**src/hdl/pressure_temp_sensor_poll_sequencer_assert.svh**
```systemverilog
// Assertion macros for the sensor poll sequencer.
// Included by modules that carry concurrent checks; no other dependencies.
`ifndef PRESSURE_TEMP_SENSOR_POLL_SEQUENCER_ASSERT_SVH
`define PRESSURE_TEMP_SENSOR_POLL_SEQUENCER_ASSERT_SVH

// Same-cycle implication, disabled during reset.
`define PTS_ASSERT_NOW(label, clk, rst_n, ante, cons, msg) \
	label: assert property (@(posedge clk) disable iff (!(rst_n)) (ante) |-> (cons)) \
		else $error(msg);

// Next-cycle implication, disabled during reset.
`define PTS_ASSERT_NEXT(label, clk, rst_n, ante, cons, msg) \
	label: assert property (@(posedge clk) disable iff (!(rst_n)) (ante) |=> (cons)) \
		else $error(msg);

`endif

```
**src/hdl/pts_pkg.sv**
```systemverilog
// Types and constants for the pressure/temperature sensor poll sequencer.
// No dependencies; imported by all modules of the block.
package pts_pkg;

	// Sensor commands
	localparam logic [7:0] CMD_CONVERT_D1 = 8'h4A;
	localparam logic [7:0] CMD_CONVERT_D2 = 8'h5A;
	localparam logic [7:0] CMD_ADC_READ   = 8'h00;
	localparam logic [1:0] ADC_READ_LEN   = 2'd3;
	localparam logic [1:0] CMD_ONLY_LEN   = 2'd0;

	// Register indexes on the config port
	localparam logic [1:0] REG_D1_WAIT   = 2'd0;
	localparam logic [1:0] REG_D2_WAIT   = 2'd1;
	localparam logic [1:0] REG_IDLE_WAIT = 2'd2;

	// Reported phase codes
	localparam logic [2:0] PHASE_CODE_INIT     = 3'd0;
	localparam logic [2:0] PHASE_CODE_IDLE     = 3'd1;
	localparam logic [2:0] PHASE_CODE_WAIT_D1  = 3'd2;
	localparam logic [2:0] PHASE_CODE_START_D2 = 3'd3;
	localparam logic [2:0] PHASE_CODE_WAIT_D2  = 3'd4;

	typedef enum logic [1:0] {
		OP_TICK  = 2'd0,
		OP_START = 2'd1,
		OP_DONE  = 2'd2
	} op_t;

	typedef enum logic [1:0] {
		TAG_D1_CONV = 2'd0,
		TAG_D1_READ = 2'd1,
		TAG_D2_CONV = 2'd2,
		TAG_D2_READ = 2'd3
	} tag_t;

	typedef enum logic [4:0] {
		PH_INIT     = 5'b00001,
		PH_IDLE     = 5'b00010,
		PH_WAIT_D1  = 5'b00100,
		PH_START_D2 = 5'b01000,
		PH_WAIT_D2  = 5'b10000
	} phase_t;

	typedef struct packed {
		logic [15:0] d1_wait;
		logic [15:0] d2_wait;
		logic [15:0] idle_wait;
	} cfg_t;

	typedef struct packed {
		logic [1:0] op;
		logic       bus_busy;
		tag_t       done_tag;
		logic [7:0] byte_high;
		logic [7:0] byte_low;
	} item_t;

	typedef struct packed {
		phase_t      phase;
		logic        armed;
		logic [15:0] count;
		logic [15:0] pressure;
		logic [15:0] temperature;
		logic [15:0] conversions;
	} seq_state_t;

	typedef struct packed {
		logic        request_valid;
		logic [7:0]  command_byte;
		logic [1:0]  read_length;
		tag_t        request_tag;
		logic [15:0] pressure_raw;
		logic [15:0] temperature_raw;
		logic [15:0] cycle_count;
		logic [2:0]  phase;
	} result_t;

endpackage

```
**src/hdl/pressure_temp_sensor_poll_sequencer.sv**
```systemverilog
// Top level of the pressure/temperature sensor poll sequencer.
// Depends on pts_pkg, pts_cfg_regs, pts_step and the assertion macro header.
//
//  channel   | dir | handshake          | payload
//  ----------+-----+--------------------+-------------------------------------------
//  s_*       | in  | s_tvalid/s_tready  | tuser: operation; tdata: bus_busy, done_tag,
//            |     |                    |   byte_high, byte_low
//  m_*       | out | m_tvalid/m_tready  | tdata: request, readings, cycle_count, phase
//  cfg_*     | in  | cfg_we             | cfg_index selects a wait register, cfg_data
//
// One item per clock while m_tready is high; an item passes the input register, then the
// step logic and sequencer state update into the result register.
// Reset: phase init, timer armed at zero, readings and cycle count cleared, wait
// registers zero.
// Stalls: while m_tready is low the result register holds; the input register
// takes one more transfer and then s_tready drops until the result is taken.
// The sequencer state advances exactly when an item moves into the result register.
module pressure_temp_sensor_poll_sequencer (
	input  logic        clk,
	input  logic        arst_n,
	// input stream
	input  logic        s_tvalid,
	output logic        s_tready,
	input  logic [1:0]  s_tuser,   // [1:0] operation
	input  logic [23:0] s_tdata,   // [0] bus_busy, [2:1] done_tag, [10:3] byte_high,
	                               // [18:11] byte_low, [23:19] zero
	// result stream
	output logic        m_tvalid,
	input  logic        m_tready,
	output logic [63:0] m_tdata,   // [0] request_valid, [8:1] command_byte,
	                               // [10:9] read_length, [12:11] request_tag,
	                               // [28:13] pressure_raw, [44:29] temperature_raw,
	                               // [60:45] cycle_count, [63:61] phase
	// configuration writes
	input  logic        cfg_we,
	input  logic [1:0]  cfg_index,
	input  logic [15:0] cfg_data
);
	import pts_pkg::*;

	`include "pressure_temp_sensor_poll_sequencer_assert.svh"

	cfg_t       cfg;
	item_t      item_s1;
	logic       valid_s1;
	result_t    res_s2;
	logic       valid_s2;
	seq_state_t state_q;
	seq_state_t state_next;
	result_t    res_next;
	logic       advance;

	pts_cfg_regs u_cfg (
		.clk       (clk),
		.arst_n    (arst_n),
		.cfg_we    (cfg_we),
		.cfg_index (cfg_index),
		.cfg_data  (cfg_data),
		.cfg       (cfg)
	);

	pts_step u_step (
		.item (item_s1),
		.cur  (state_q),
		.cfg  (cfg),
		.nxt  (state_next),
		.res  (res_next)
	);

	// result register is free or being drained this cycle
	assign advance  = !valid_s2 || m_tready;
	assign s_tready = !valid_s1 || advance;

	// input register
	always_ff @(posedge clk or negedge arst_n) begin
		if (!arst_n) begin
			valid_s1 <= 1'b0;
		end else if (s_tready) begin
			valid_s1 <= s_tvalid;
		end
	end

	always_ff @(posedge clk) begin
		if (s_tvalid && s_tready) begin
			item_s1.op        <= s_tuser;
			item_s1.bus_busy  <= s_tdata[0];
			item_s1.done_tag  <= tag_t'(s_tdata[2:1]);
			item_s1.byte_high <= s_tdata[10:3];
			item_s1.byte_low  <= s_tdata[18:11];
		end
	end

	// sequencer state: one update per item entering the result register
	always_ff @(posedge clk or negedge arst_n) begin
		if (!arst_n) begin
			state_q.phase       <= PH_INIT;
			state_q.armed       <= 1'b1;
			state_q.count       <= '0;
			state_q.pressure    <= '0;
			state_q.temperature <= '0;
			state_q.conversions <= '0;
		end else if (advance && valid_s1) begin
			state_q <= state_next;
		end
	end

	// result register
	always_ff @(posedge clk or negedge arst_n) begin
		if (!arst_n) begin
			valid_s2 <= 1'b0;
		end else if (advance) begin
			valid_s2 <= valid_s1;
		end
	end

	always_ff @(posedge clk) begin
		if (advance && valid_s1) begin
			res_s2 <= res_next;
		end
	end

	assign m_tvalid = valid_s2;
	assign m_tdata  = {res_s2.phase, res_s2.cycle_count, res_s2.temperature_raw,
	                   res_s2.pressure_raw, res_s2.request_tag, res_s2.read_length,
	                   res_s2.command_byte, res_s2.request_valid};

	// an issued request always leaves the timer disarmed
	`PTS_ASSERT_NEXT(a_req_disarms, clk, arst_n, advance && valid_s1 && res_next.request_valid, !state_q.armed, "request issued but timer still armed")

	// a stalled input item is neither lost nor altered
	`PTS_ASSERT_NEXT(a_s1_holds, clk, arst_n, valid_s1 && !advance, valid_s1 && $stable(item_s1), "input register changed while stalled")

	// cycle count moves only on a D1 conversion done event
	`PTS_ASSERT_NEXT(a_count_only_d1, clk, arst_n, !(advance && valid_s1 && item_s1.op == OP_DONE && item_s1.done_tag == TAG_D1_CONV), $stable(state_q.conversions), "cycle count changed without D1 conversion done")

	// state never moves without an item entering the result register
	`PTS_ASSERT_NEXT(a_state_hold, clk, arst_n, !(advance && valid_s1), $stable(state_q), "sequencer state changed without an item")

endmodule

```
**src/hdl/pts_cfg_regs.sv**
```systemverilog
// Wait-time register file for the sensor poll sequencer.
// Depends on pts_pkg (cfg_t, register indexes).
module pts_cfg_regs (
	input  logic            clk,
	input  logic            arst_n,
	input  logic            cfg_we,
	input  logic [1:0]      cfg_index,
	input  logic [15:0]     cfg_data,
	output pts_pkg::cfg_t   cfg
);
	import pts_pkg::*;

	cfg_t cfg_q;

	always_ff @(posedge clk or negedge arst_n) begin
		if (!arst_n) begin
			cfg_q <= '0;
		end else if (cfg_we) begin
			unique case (cfg_index)
				REG_D1_WAIT:   cfg_q.d1_wait   <= cfg_data;
				REG_D2_WAIT:   cfg_q.d2_wait   <= cfg_data;
				REG_IDLE_WAIT: cfg_q.idle_wait <= cfg_data;
				default: ;  // unmapped index, dropped
			endcase
		end
	end

	assign cfg = cfg_q;

endmodule

```
**src/hdl/pts_step.sv**
```systemverilog
// Per-item update of the sequencer: next state and the result for one item.
// Depends on pts_pkg (item, state, config and result types).
module pts_step (
	input  pts_pkg::item_t      item,
	input  pts_pkg::seq_state_t cur,
	input  pts_pkg::cfg_t       cfg,
	output pts_pkg::seq_state_t nxt,
	output pts_pkg::result_t    res
);
	import pts_pkg::*;

	always_comb begin
		nxt = cur;
		res = '0;

		unique case (op_t'(item.op))
			OP_TICK: begin
				if (cur.armed) begin
					if (cur.count != 16'd0) begin
						nxt.count = cur.count - 16'd1;
					end else begin
						nxt.armed = 1'b0;
						if (cur.phase != PH_INIT) begin
							if (item.bus_busy) begin
								// retry after the idle wait
								nxt.armed = 1'b1;
								nxt.count = cfg.idle_wait;
							end else begin
								res.request_valid = 1'b1;
								unique case (cur.phase)
									PH_IDLE: begin
										res.command_byte = CMD_CONVERT_D1;
										res.read_length  = CMD_ONLY_LEN;
										res.request_tag  = TAG_D1_CONV;
									end
									PH_WAIT_D1: begin
										res.command_byte = CMD_ADC_READ;
										res.read_length  = ADC_READ_LEN;
										res.request_tag  = TAG_D1_READ;
									end
									PH_START_D2: begin
										res.command_byte = CMD_CONVERT_D2;
										res.read_length  = CMD_ONLY_LEN;
										res.request_tag  = TAG_D2_CONV;
									end
									default: begin
										res.command_byte = CMD_ADC_READ;
										res.read_length  = ADC_READ_LEN;
										res.request_tag  = TAG_D2_READ;
									end
								endcase
							end
						end
					end
				end
			end
			OP_START: begin
				nxt.phase = PH_IDLE;
				nxt.armed = 1'b1;
				nxt.count = 16'd0;
			end
			OP_DONE: begin
				nxt.armed = 1'b1;
				unique case (item.done_tag)
					TAG_D1_CONV: begin
						nxt.conversions = cur.conversions + 16'd1;
						nxt.phase       = PH_WAIT_D1;
						nxt.count       = cfg.d1_wait;
					end
					TAG_D1_READ: begin
						nxt.pressure = {item.byte_high, item.byte_low};
						nxt.phase    = PH_START_D2;
						nxt.count    = 16'd0;
					end
					TAG_D2_CONV: begin
						nxt.phase = PH_WAIT_D2;
						nxt.count = cfg.d2_wait;
					end
					TAG_D2_READ: begin
						nxt.temperature = {item.byte_high, item.byte_low};
						nxt.phase       = PH_IDLE;
						nxt.count       = cfg.idle_wait;
					end
				endcase
			end
			default: ;  // unused operation code
		endcase

		res.pressure_raw    = nxt.pressure;
		res.temperature_raw = nxt.temperature;
		res.cycle_count     = nxt.conversions;
		unique case (nxt.phase)
			PH_IDLE:     res.phase = PHASE_CODE_IDLE;
			PH_WAIT_D1:  res.phase = PHASE_CODE_WAIT_D1;
			PH_START_D2: res.phase = PHASE_CODE_START_D2;
			PH_WAIT_D2:  res.phase = PHASE_CODE_WAIT_D2;
			default:     res.phase = PHASE_CODE_INIT;
		endcase
	end

endmodule
```
**config.mk**
```make
export PLATFORM = sky130hd
export DESIGN_NAME = pressure_temp_sensor_poll_sequencer
export DESIGN_NICKNAME = d
export VERILOG_FILES = /design/src/hdl/pts_pkg.sv /design/src/hdl/pressure_temp_sensor_poll_sequencer.sv /design/src/hdl/pts_cfg_regs.sv /design/src/hdl/pts_step.sv
export VERILOG_INCLUDE_DIRS = /design/src /design/src/hdl
export SDC_FILE = /design/constraint.sdc
export NUM_CORES = 1
export LEC_CHECK = 0
export BUFFER_PORTS_ARGS = -buffer_cell sky130_fd_sc_hd__buf_4
export CORE_AREA = 2 2 144 146
export DETAILED_ROUTE_END_ITERATION = 7
export DIE_AREA = 0 0 146 148
export HOLD_SLACK_MARGIN = 0.05
export PLACE_DENSITY = 0.65
export SKIP_LAST_GASP = 1
export SLEW_MARGIN = 20
export SYNTH_ARGS = -nofsm -noshare
export SYNTH_HDL_FRONTEND = slang
export SYNTH_SLANG_ARGS = --single-unit
```
**constraint.sdc**
```tcl
create_clock -name clk -period 3.96 [get_ports clk]
set_clock_uncertainty 0.2 [all_clocks]
set_input_delay 0.198 -clock clk [delete_from_list [all_inputs] [get_ports clk]]
set_output_delay 0.198 -clock clk [all_outputs]
set_load 0.1 [all_outputs]
```
==> results of run 1 <==
-- layout make-up --
| class | count | area share |
|---|---|---|
| clock buffers | 17 | 0.03875 |
| clock inverters | 15 | 0.01652 |
| inverters | 10 | 0.003533 |
| multi-input cells | 492 | 0.3071 |
| flip-flops and latches | 197 | 0.4843 |
| well taps | 270 | 0.03077 |
| repair buffers | 160 | 0.1190 |
-- power groups by stage --
stage               logic (W)  registers [W]  clock network [W]
global placement      0.00208        0.00286                  0
finish                0.00214        0.00284            0.00173
CTS                   0.00215        0.00283            0.00177
global route          0.00233        0.00288            0.00185
detailed placement    0.00211        0.00287                  0
floorplan             0.00114        0.00338                  0
-- repair_timing --
action,4_1_cts,5_1_grt
hold buffers,42,0
endpoints found under the hold margin,133,0
buffers inserted,0,0
-- registers in the layout, summed over array words and instances, names as in the netlist --
name and count:
u_cfg.cfg 48, valid_s1 1, item_s1 21, m_tvalid 1
m_tdata 56, state_q 70
-- metrics by stage --
| step | worst slack (ps) | cell area (µm²) | util |
|---|---|---|---|
| after CTS | 1090 | 10980 | 0.5478 |
| after detailed placement | 1095 | 9951 | 0.4966 |
| after floorplan | 347.0 | 8927 | - |
| final | 1081 | 10980 | 0.5479 |
| after global routing | 845.8 | 10980 | 0.5479 |
| after global placement | 1175 | 9951 | 0.4966 |
-- critical path, cell delays in order (launching register included) --
cell and delay [ps]:
edfxtp_1 440, inv_1 110, ha_1 350, nor3b_1 400, and2_1 240, nand3_2 170, nor3_1 420, nand3_1 150
xnor2_1 150
-- final timing paths --
path	from	end	slack, ps	depth (start not counted)
worst max-delay path	item_s1[19]$_DFFE_PP_	m_tdata[58]$_DFFE_PP_	1080	8
worst min-delay path	cfg_index[0]	u_cfg.cfg[45]$_DFFE_PN0P_	60	3
worst max register to register	item_s1[19]$_DFFE_PP_	m_tdata[58]$_DFFE_PP_	1080	8
worst min register to register	state_q[39]$_DFFE_PN0P_	state_q[39]$_DFFE_PN0P_	270	2
max in group asynchronous	arst_n	state_q[65]$_DFFE_PN1P_	2400	3
min in group asynchronous	arst_n	m_tvalid$_DFFE_PN0P_	200	2
-- cell families (layout without fill, tap and decap cells) --
family	Yosys count	after routing	synth area share
buffers and inverters	53	202	0.02807
other	1	4	0.0004206
adder cells (fa/ha/maj)	7	7	0.009823
XOR/XNOR	44	44	0.04322
AO/OA/AOI/OAI	88	88	0.06217
multiplexers	97	97	0.1225
AND/OR/NAND/NOR	252	252	0.1374
flip-flops	197	197	0.5964
-- synthesized netlist by cell type (2+ instances only) --
cell type	count	area share
nand2_1	140	0.059
dfrtp_1	118	0.33
mux2_2	97	0.12
edfxtp_1	77	0.26
a21oi_1	31	0.017
nor2_1	31	0.013
xnor2_1	24	0.024
clkbuf_1	22	0.0093
xor2_1	20	0.020
a22oi_1	19	0.016
nor3_1	19	0.011
o21ai_0	15	0.0084
inv_1	10	0.0042
buf_4	9	0.0076
nand3_1	9	0.0051
nand4_1	9	0.0063
buf_2	7	0.0039
ha_1	7	0.0098
nand2b_1	7	0.0049
a211o_1	5	0.0049
a31oi_1	4	0.0028
nor3b_1	4	0.0034
buf_1	3	0.0013
nand3b_1	3	0.0025
nor2b_1	3	0.0021
nor4_1	3	0.0021
or3_1	3	0.0021
a211oi_1	2	0.0017
and2_1	2	0.0014
dfstp_2	2	0.0059
nor4_2	2	0.0028
nor4_4	2	0.0048
nor4b_1	2	0.0020
o31ai_1	2	0.0017
o41ai_1	2	0.0020
or4_1	2	0.0017
-- routing by layer --
layer	share of wire	routed length, µm	up-vias
met5	0	0	-
met4	0.016	303	0
met3	0.033	611	27
met2	0.50	9256	106
met1	0.45	8252	2899
li1	-	-	2886
==> out/metrics.csv, run 1 <==
metric,value,unit
Reg power frac,0.423,
crit-path max FO,10,
Setup-failing EPs final,0,
WP data required,3950,ps
H-tree depth,4,
period utilization,0.7270,
Leak,4.799,nW
core box area,20040,µm²
Inst Count DP,1087,
HP Class,in2reg,
post-cts sizing count,0,
max-slew violations,0,
"Warnings, synthesis",0,
number of synthesized flops with an enable pin,77,
synthesis-stage register bit count,197,
Initial Util,0.4449,
Port Buffers,105,
final hold vios,0,
clock latency on the worst-skew pair,440,ps
"Reg clk slew, reported paths",90,ps
GR Overflow Total,0,
post-synthesis cell type count,58,
Fillers,1753,
worst hold margin,62.64,ps
layout cells sized above 1,0.2985,
DR vias,5918,
"commonest non-fill, non-tap cell in the layout",nand2_1,
fin cells,1161,
Setup TNS,0,ps
clock root cell,clkbuf_16,
Syn Std Cell Area,8916,µm²
clock share of power,0.258,
Boundary Pins,115,
startpoint types,flop,
CTS tree,yes,
routing usage on met2,0.3047,
post-synthesis sequential area ratio,0.5964,
Tmin final,2879,ps
Int Pwr,0.004172,W
asr flop ratio synth,0.6091,
crit end category,flop,
Total GRT Usage,0.1793,
die area,21610,µm²
RSZ-0062 raised after global routing,no,
synthesized area per cell,12.07,µm²
initial antenna violation count,0,
dpl hpwl,12110,µm
most crowded layer after global routing,met2,
Clock Path Buffers,2,
relative slew slack,0.3340,
vias in the first global route,5990,
Cell Rows,52,
die height,148,µm
M1 GR Usage,0.2314,
sw frac,0.3777,
largest net degree at the start of global routing,65,
Post-DRT Antenna Nets,0,
Final #Nets,934,
Worst Setup Path Type,reg2reg,
Inserted Diodes,0,
most used flip-flop cell after synthesis,dfrtp_1,
Psw,0.002532,W
clk sink count,197,
Tot Pwr,0.006704,W
routability cong.,0.8585,
max_cap viols,0,
Chip Width,146,µm
drt total wl,18420,µm
# DRC,0,
total iterations of the first detailed-routing run,4,
Cells after Synth,739,
Slew @ Worst Pin,998.0,ps
routed vias/inst,5.097,
fmax,0.3474,GHz
Multi-input gate area,3372,µm²
status,"finished, final reports clean",
Comb pwr share,0.319,
crit path DAT,2870,ps
DR iter-0 viols,355,
area growth from synthesis to layout,23.14,%
GR met3 Demand/Resource,0.03611,
most frequent cells in the layout,"nand2_1 (140), buf_4 (118), dfrtp_1 (118), mux2_2 (97), edfxtp_1 (77)",
Storage cell area,5318,µm²
first-pass GRT wire length,30750,µm
Routed wire per std cell,15.87,µm
CTS Buf Count,17,
worst vdd ir,0.3924,mV
Pwr Density,610.6,nW/µm²
No activity file was read; power rests on OpenSTA's default activity.
==> run 2: changes to the inputs <==
==> constraint.sdc (replaced) <==
create_clock -name clk -period 2.8 [get_ports clk]
set_clock_uncertainty 0.2 [all_clocks]
set_input_delay 0.14 -clock clk [delete_from_list [all_inputs] [get_ports clk]]
set_output_delay 0.14 -clock clk [all_outputs]
set_load 0.1 [all_outputs]
==> run 2 against run 1 <==
Sequential power increased by 41%. Utilization increased by 0.82 points. Sequential share of layout area decreased by 0.70 points. Combinational power rose by 44%. First-iteration DRC count shrank 6.8%. Non-clock buffer count up 15. Clock power up 47%. Routed wire length is 0.48% higher. Setup slack worse by 760 ps. Largest power group unchanged.
==> out/metrics.csv, run 2 (synthesis results as in run 1) <==
metric,value,unit
Worst Setup Path Type,reg2reg,
Inserted Diodes,0,
first-pass GRT wire length,30770,µm
max_cap viols,0,
crit path DAT,2630,ps
layout cells sized above 1,0.3124,
worst vdd ir,0.5369,mV
Worst Setup SP,state_q[48]$_DFFE_PN0P_,
dpl hpwl,12150,µm
die area,21610,µm²
Clock Path Buffers,2,
die height,148,µm
Setup TNS,0,ps
routability cong.,0.8410,
clk sink count,197,
# DRC,0,
crit-path max FO,22,
"commonest non-fill, non-tap cell in the layout",nand2_1,
drt total wl,18510,µm
vias in the first global route,6070,
CP max-delay cell,dfrtp_1,
DR iter-0 viols,331,
relative slew slack,0.5675,
reg2reg start,state_q[48]$_DFFE_PN0P_,
final hold vios,0,
"Critical Path, Cell by Cell",inv_1 > ha_1 > nor3b_1 > nand4_4 > o21ai_2 > a211o_2 > buf_4 > a31oi_1 > o22ai_1,
WP buf/inv,2,
FF-to-FF path depth,9,
Boundary Pins,115,
Port Buffers,105,
Leak,4.894,nW
Inst Count DP,1103,
Fillers,1735,
Initial Util,0.4449,
Routed wire per std cell,15.74,µm
Worst R2R Setup Slack,320,ps
max-slew violations,0,
CTS tree,yes,
status,"finished, final reports clean",
total iterations of the first detailed-routing run,4,
pre-CTS setup slack,329.2,ps
DR vias,5995,
H-tree depth,4,
period utilization,0.8860,
initial antenna violation count,0,
Tmin final,2481,ps
area growth from synthesis to layout,24.98,%
PnR worst setup slack,319.1,ps
Pwr Density,864.9,nW/µm²
core box area,20040,µm²
startpoint types,flop,
most frequent cells in the layout,"nand2_1 (140), buf_4 (131), dfrtp_1 (117), mux2_2 (97), edfxtp_1 (77)",
CP top delay family,compound AO/OA/AOI/OAI gates,
WP data required,2950,ps
HP Class,in2async,
Setup-failing EPs final,0,
CTS Buf Count,17,
Post-DRT Antenna Nets,0,
Slew @ Worst Pin,648.7,ps
GR Overflow Total,0,
end of the worst register-to-register path,state_q[48]$_DFFE_PN0P_,
RSZ-0062 raised after global routing,no,
routed vias/inst,5.098,
Final #Nets,949,
clock latency on the worst-skew pair,440,ps
Biggest register,state_q,
Max stage delay on crit path,420,ps
# Post-CTS Setup Buffers,0,
Cell Rows,52,
fin cells,1176,
Multi-input gate area,3366,µm²
fmax,0.4031,GHz
largest net degree at the start of global routing,79,
crit end category,flop,
Total GRT Usage,0.1782,
Storage cell area,5319,µm²
Chip Width,146,µm
Tot Pwr,0.009638,W
"Reg clk slew, reported paths",80,ps
max reg flops,70,
clock root cell,clkbuf_16,
==> run 2: cell types whose count changed in the layout (fill, tap and decap cells not counted), moves of 2 or more <==
cell / delta
buf_4: +13
inv_8: +2
inv_12: +3
inv_6: -2
buf_12: +3
==> run 2: worst max-delay path by stage <==
stage,to,cells past startpoint
3_3_place_gp,state_q[56]$_DFFE_PN0P_,8
2_1_floorplan,item_s1[0]$_DFFE_PP_,2
3_5_place_dp,state_q[56]$_DFFE_PN0P_,8
6_report,state_q[48]$_DFFE_PN0P_,9
5_1_grt,state_q[13]$_DFFE_PN0P_,9
4_1_cts,state_q[48]$_DFFE_PN0P_,9
==> run 2: cell type report <==
type,instances,area share
sequential,197,0.4773
multi-input combinational,492,0.3020
timing repair buffer,175,0.1305
clock buffer,17,0.03818
tap,270,0.03032
clock inverter,15,0.01819
inverter,10,0.003481
==> run 2: metrics by stage <==
stage	hold slack, ps	util	instance area (µm²)
floorplan	-355.6	-	8931
global placement	2.061	0.5042	10100
detailed placement	10.42	0.5042	10100
CTS	94.29	0.5561	11140
global route	113.3	0.5561	11140
finish	71.76	0.5561	11140
==> run 2: report_power, final <==
part	internal, W	switching (W)	leakage (nW)
registers	0.00360	0.000404	2.28
logic	0.00114	0.00195	2.31
clock network	0.00125	0.00129	0.301
total	0.00599	0.00365	4.89
==> run 2: what timing repair did <==
action / in CTS / in global routing
hold buffers: 41 / 0
gates resized for setup: 0 / 0
endpoints found under the hold margin: 190 / 0
==> run 2: per-layer routing <==
| layer | share of wire | vias to the layer above | track usage |
|---|---|---|---|
| li1 | - | 2914 | - |
| met1 | 0.46 | 2954 | 0.2330 |
| met2 | 0.50 | 106 | 0.3040 |
| met3 | 0.029 | 21 | 0.03302 |
| met4 | 0.013 | 0 | 0.05437 |
| met5 | 0 | - | 0 |
==> run 3: changes to the inputs <==
--- a/config.mk
+++ b/config.mk
@@ -7,11 +7,11 @@
 export NUM_CORES = 1
 export LEC_CHECK = 0
 export BUFFER_PORTS_ARGS = -buffer_cell sky130_fd_sc_hd__buf_4
-export CORE_AREA = 2 2 144 146
+export CORE_AREA = 2 2 137 139
 export DETAILED_ROUTE_END_ITERATION = 7
-export DIE_AREA = 0 0 146 148
+export DIE_AREA = 0 0 139 141
 export HOLD_SLACK_MARGIN = 0.05
-export PLACE_DENSITY = 0.65
+export PLACE_DENSITY = 0.71
 export SKIP_LAST_GASP = 1
 export SLEW_MARGIN = 20
 export SYNTH_ARGS = -nofsm -noshare
==> run 3 against run 2 <==
Highest routed layer unchanged. Combinational power about the same. Design area down 1.1%. Critical endpoint is now state_q[56]$_DFFE_PN0P_. Fmax down 3.8%. Clock power down 7%. Sequential power about the same. Routed wire length up 0.43%. Final cell count down 3.1%. Register-to-register slack worse by 98 ps. Sequential share of layout area up 0.53 points. Utilization up 4.7 points. First-iteration DRC count down 6.3%.
==> out/metrics.csv, run 3 (synthesis results as in run 1) <==
metric,value,unit
max reg flops,70,
Pwr Density,861.1,nW/µm²
Boundary Pins,115,
dpl hpwl,11970,µm
crit-path max FO,24,
Slew @ Worst Pin,761.9,ps
initial antenna violation count,0,
crit path DAT,2700,ps
max-slew violations,0,
WP buf/inv,1,
Comb pwr share,0.328,
most frequent cells in the layout,"nand2_1 (140), buf_4 (131), dfrtp_1 (117), mux2_2 (97), edfxtp_1 (77)",
Chip Width,139,µm
startpoint types,flop,
final hold vios,0,
relative slew slack,0.4921,
drt total wl,18590,µm
RSZ-0062 raised after global routing,no,
"Critical Path, Cell by Cell",inv_1 > ha_1 > nor3b_1 > nand4_4 > o21ai_2 > a211o_2 > nor3_1 > a211o_1,
Setup TNS,0,ps
highest routed layer,met4,
met1 WL,8205,µm
Setup-failing EPs final,0,
Max stage delay on crit path,420,ps
routed wl met3,605,µm
clock root cell,clkbuf_16,
"Reg clk slew, reported paths",80,ps
layout cells sized above 1,0.3094,
post-cts sizing count,0,
clock share of power,0.249,
core box area,18270,µm²
Cell Rows,50,
CTS Buf Count,17,
GR Overflow Total,0,
area growth from synthesis to layout,23.60,%
fmax,0.3878,GHz
status,"finished, final reports clean",
die height,141,µm
Total GRT Usage,0.1915,
max_cap viols,0,
Reg power frac,0.423,
CTS tree,yes,
Initial Util,0.4881,
clock latency on the worst-skew pair,430,ps
Leak,4.861,nW
Clock Path Buffers,2,
Int Pwr,0.005935,W
period utilization,0.9210,
total iterations of the first detailed-routing run,4,
Routed wire per std cell,16.32,µm
die area,19600,µm²
routed vias/inst,5.285,
first-pass GRT wire length,30040,µm
Psw,0.003555,W
crit end category,flop,
"commonest non-fill, non-tap cell in the layout",nand2_1,
Port Buffers,105,
HP Class,in2async,
Tmin final,2579,ps
met2 wire len,9354,µm
H-tree depth,4,
Biggest register,state_q,
WP data required,2920,ps
DR iter-0 viols,310,
sw frac,0.3746,
# DRC,0,
Inserted Diodes,0,
CP max-delay cell,dfrtp_1,
clk sink count,197,
Worst Setup Path Type,reg2reg,
worst vdd ir,0.5829,mV
DR vias,6020,
fin util,0.6033,
vias in the first global route,6017,
routability cong.,0.8631,
largest net degree at the start of global routing,72,
Final #Nets,948,
CP top delay family,compound AO/OA/AOI/OAI gates,
Post-DRT Antenna Nets,0,
[run 3: final timing paths]
path / endpoint / startpoint / cells past startpoint / slack [ps]
hold reg to reg: state_q[39]$_DFFE_PN0P_ / state_q[39]$_DFFE_PN0P_ / 2 / 270
setup reg to reg: state_q[56]$_DFFE_PN0P_ / state_q[48]$_DFFE_PN0P_ / 8 / 220
setup / recovery: state_q[56]$_DFFE_PN0P_ / state_q[48]$_DFFE_PN0P_ / 8 / 220
min in group clk: u_cfg.cfg[32]$_DFFE_PN0P_ / cfg_index[1] / 4 / 120
max in group asynchronous: state_q[65]$_DFFE_PN1P_ / arst_n / 3 / 1480
hold / removal: state_q[45]$_DFFE_PN0P_ / arst_n / 2 / 120
[run 3: layout make-up]
type                    instances  area (µm²)
fillers                      1502        7247
flip-flops and latches        197        5319
repair buffers                174        1434
clock buffers                  18       429.2
inverters                      10       38.79
multi-input cells             492        3366
clock inverters                14       141.4
well taps                     234       292.8
[run 3: metal layers]
layer | vias up | track usage
met1 | 2966 | 0.2475
met4 | 0 | 0.07230
met3 | 29 | 0.03940
met2 | 120 | 0.3212
li1 | 2905 | -
met5 | - | 0
[run 3: what timing repair did]
action,CTS,global route
hold buffers,41,0
hold endpoints to repair,122,0
buffers inserted,0,0
[run 3: metrics by stage]
stage                     instance area, µm²  hold WS, ps  power [W]  worst slack, ps  instances
final                                  11020        117.7   0.009490            221.2       1139
after CTS                              11020        104.3   0.009557            213.3       1139
after detailed placement               10040        57.50   0.007124            230.5       1066
after floorplan                         8931       -355.6   0.006394            62.15        742
after global placement                 10040        65.00   0.007052            295.9       1066
after global routing                   11020        128.0   0.009965            9.082       1139
[run 3: power by group through the flow]
stage	Sequential, W	Combinational [W]	Clock, W
after floorplan	0.00478	0.00161	0
after global placement	0.00404	0.00302	0
after detailed placement	0.00407	0.00306	0
after CTS	0.00401	0.00312	0.00242
after global routing	0.00408	0.00336	0.00252
final	0.00402	0.00311	0.00236
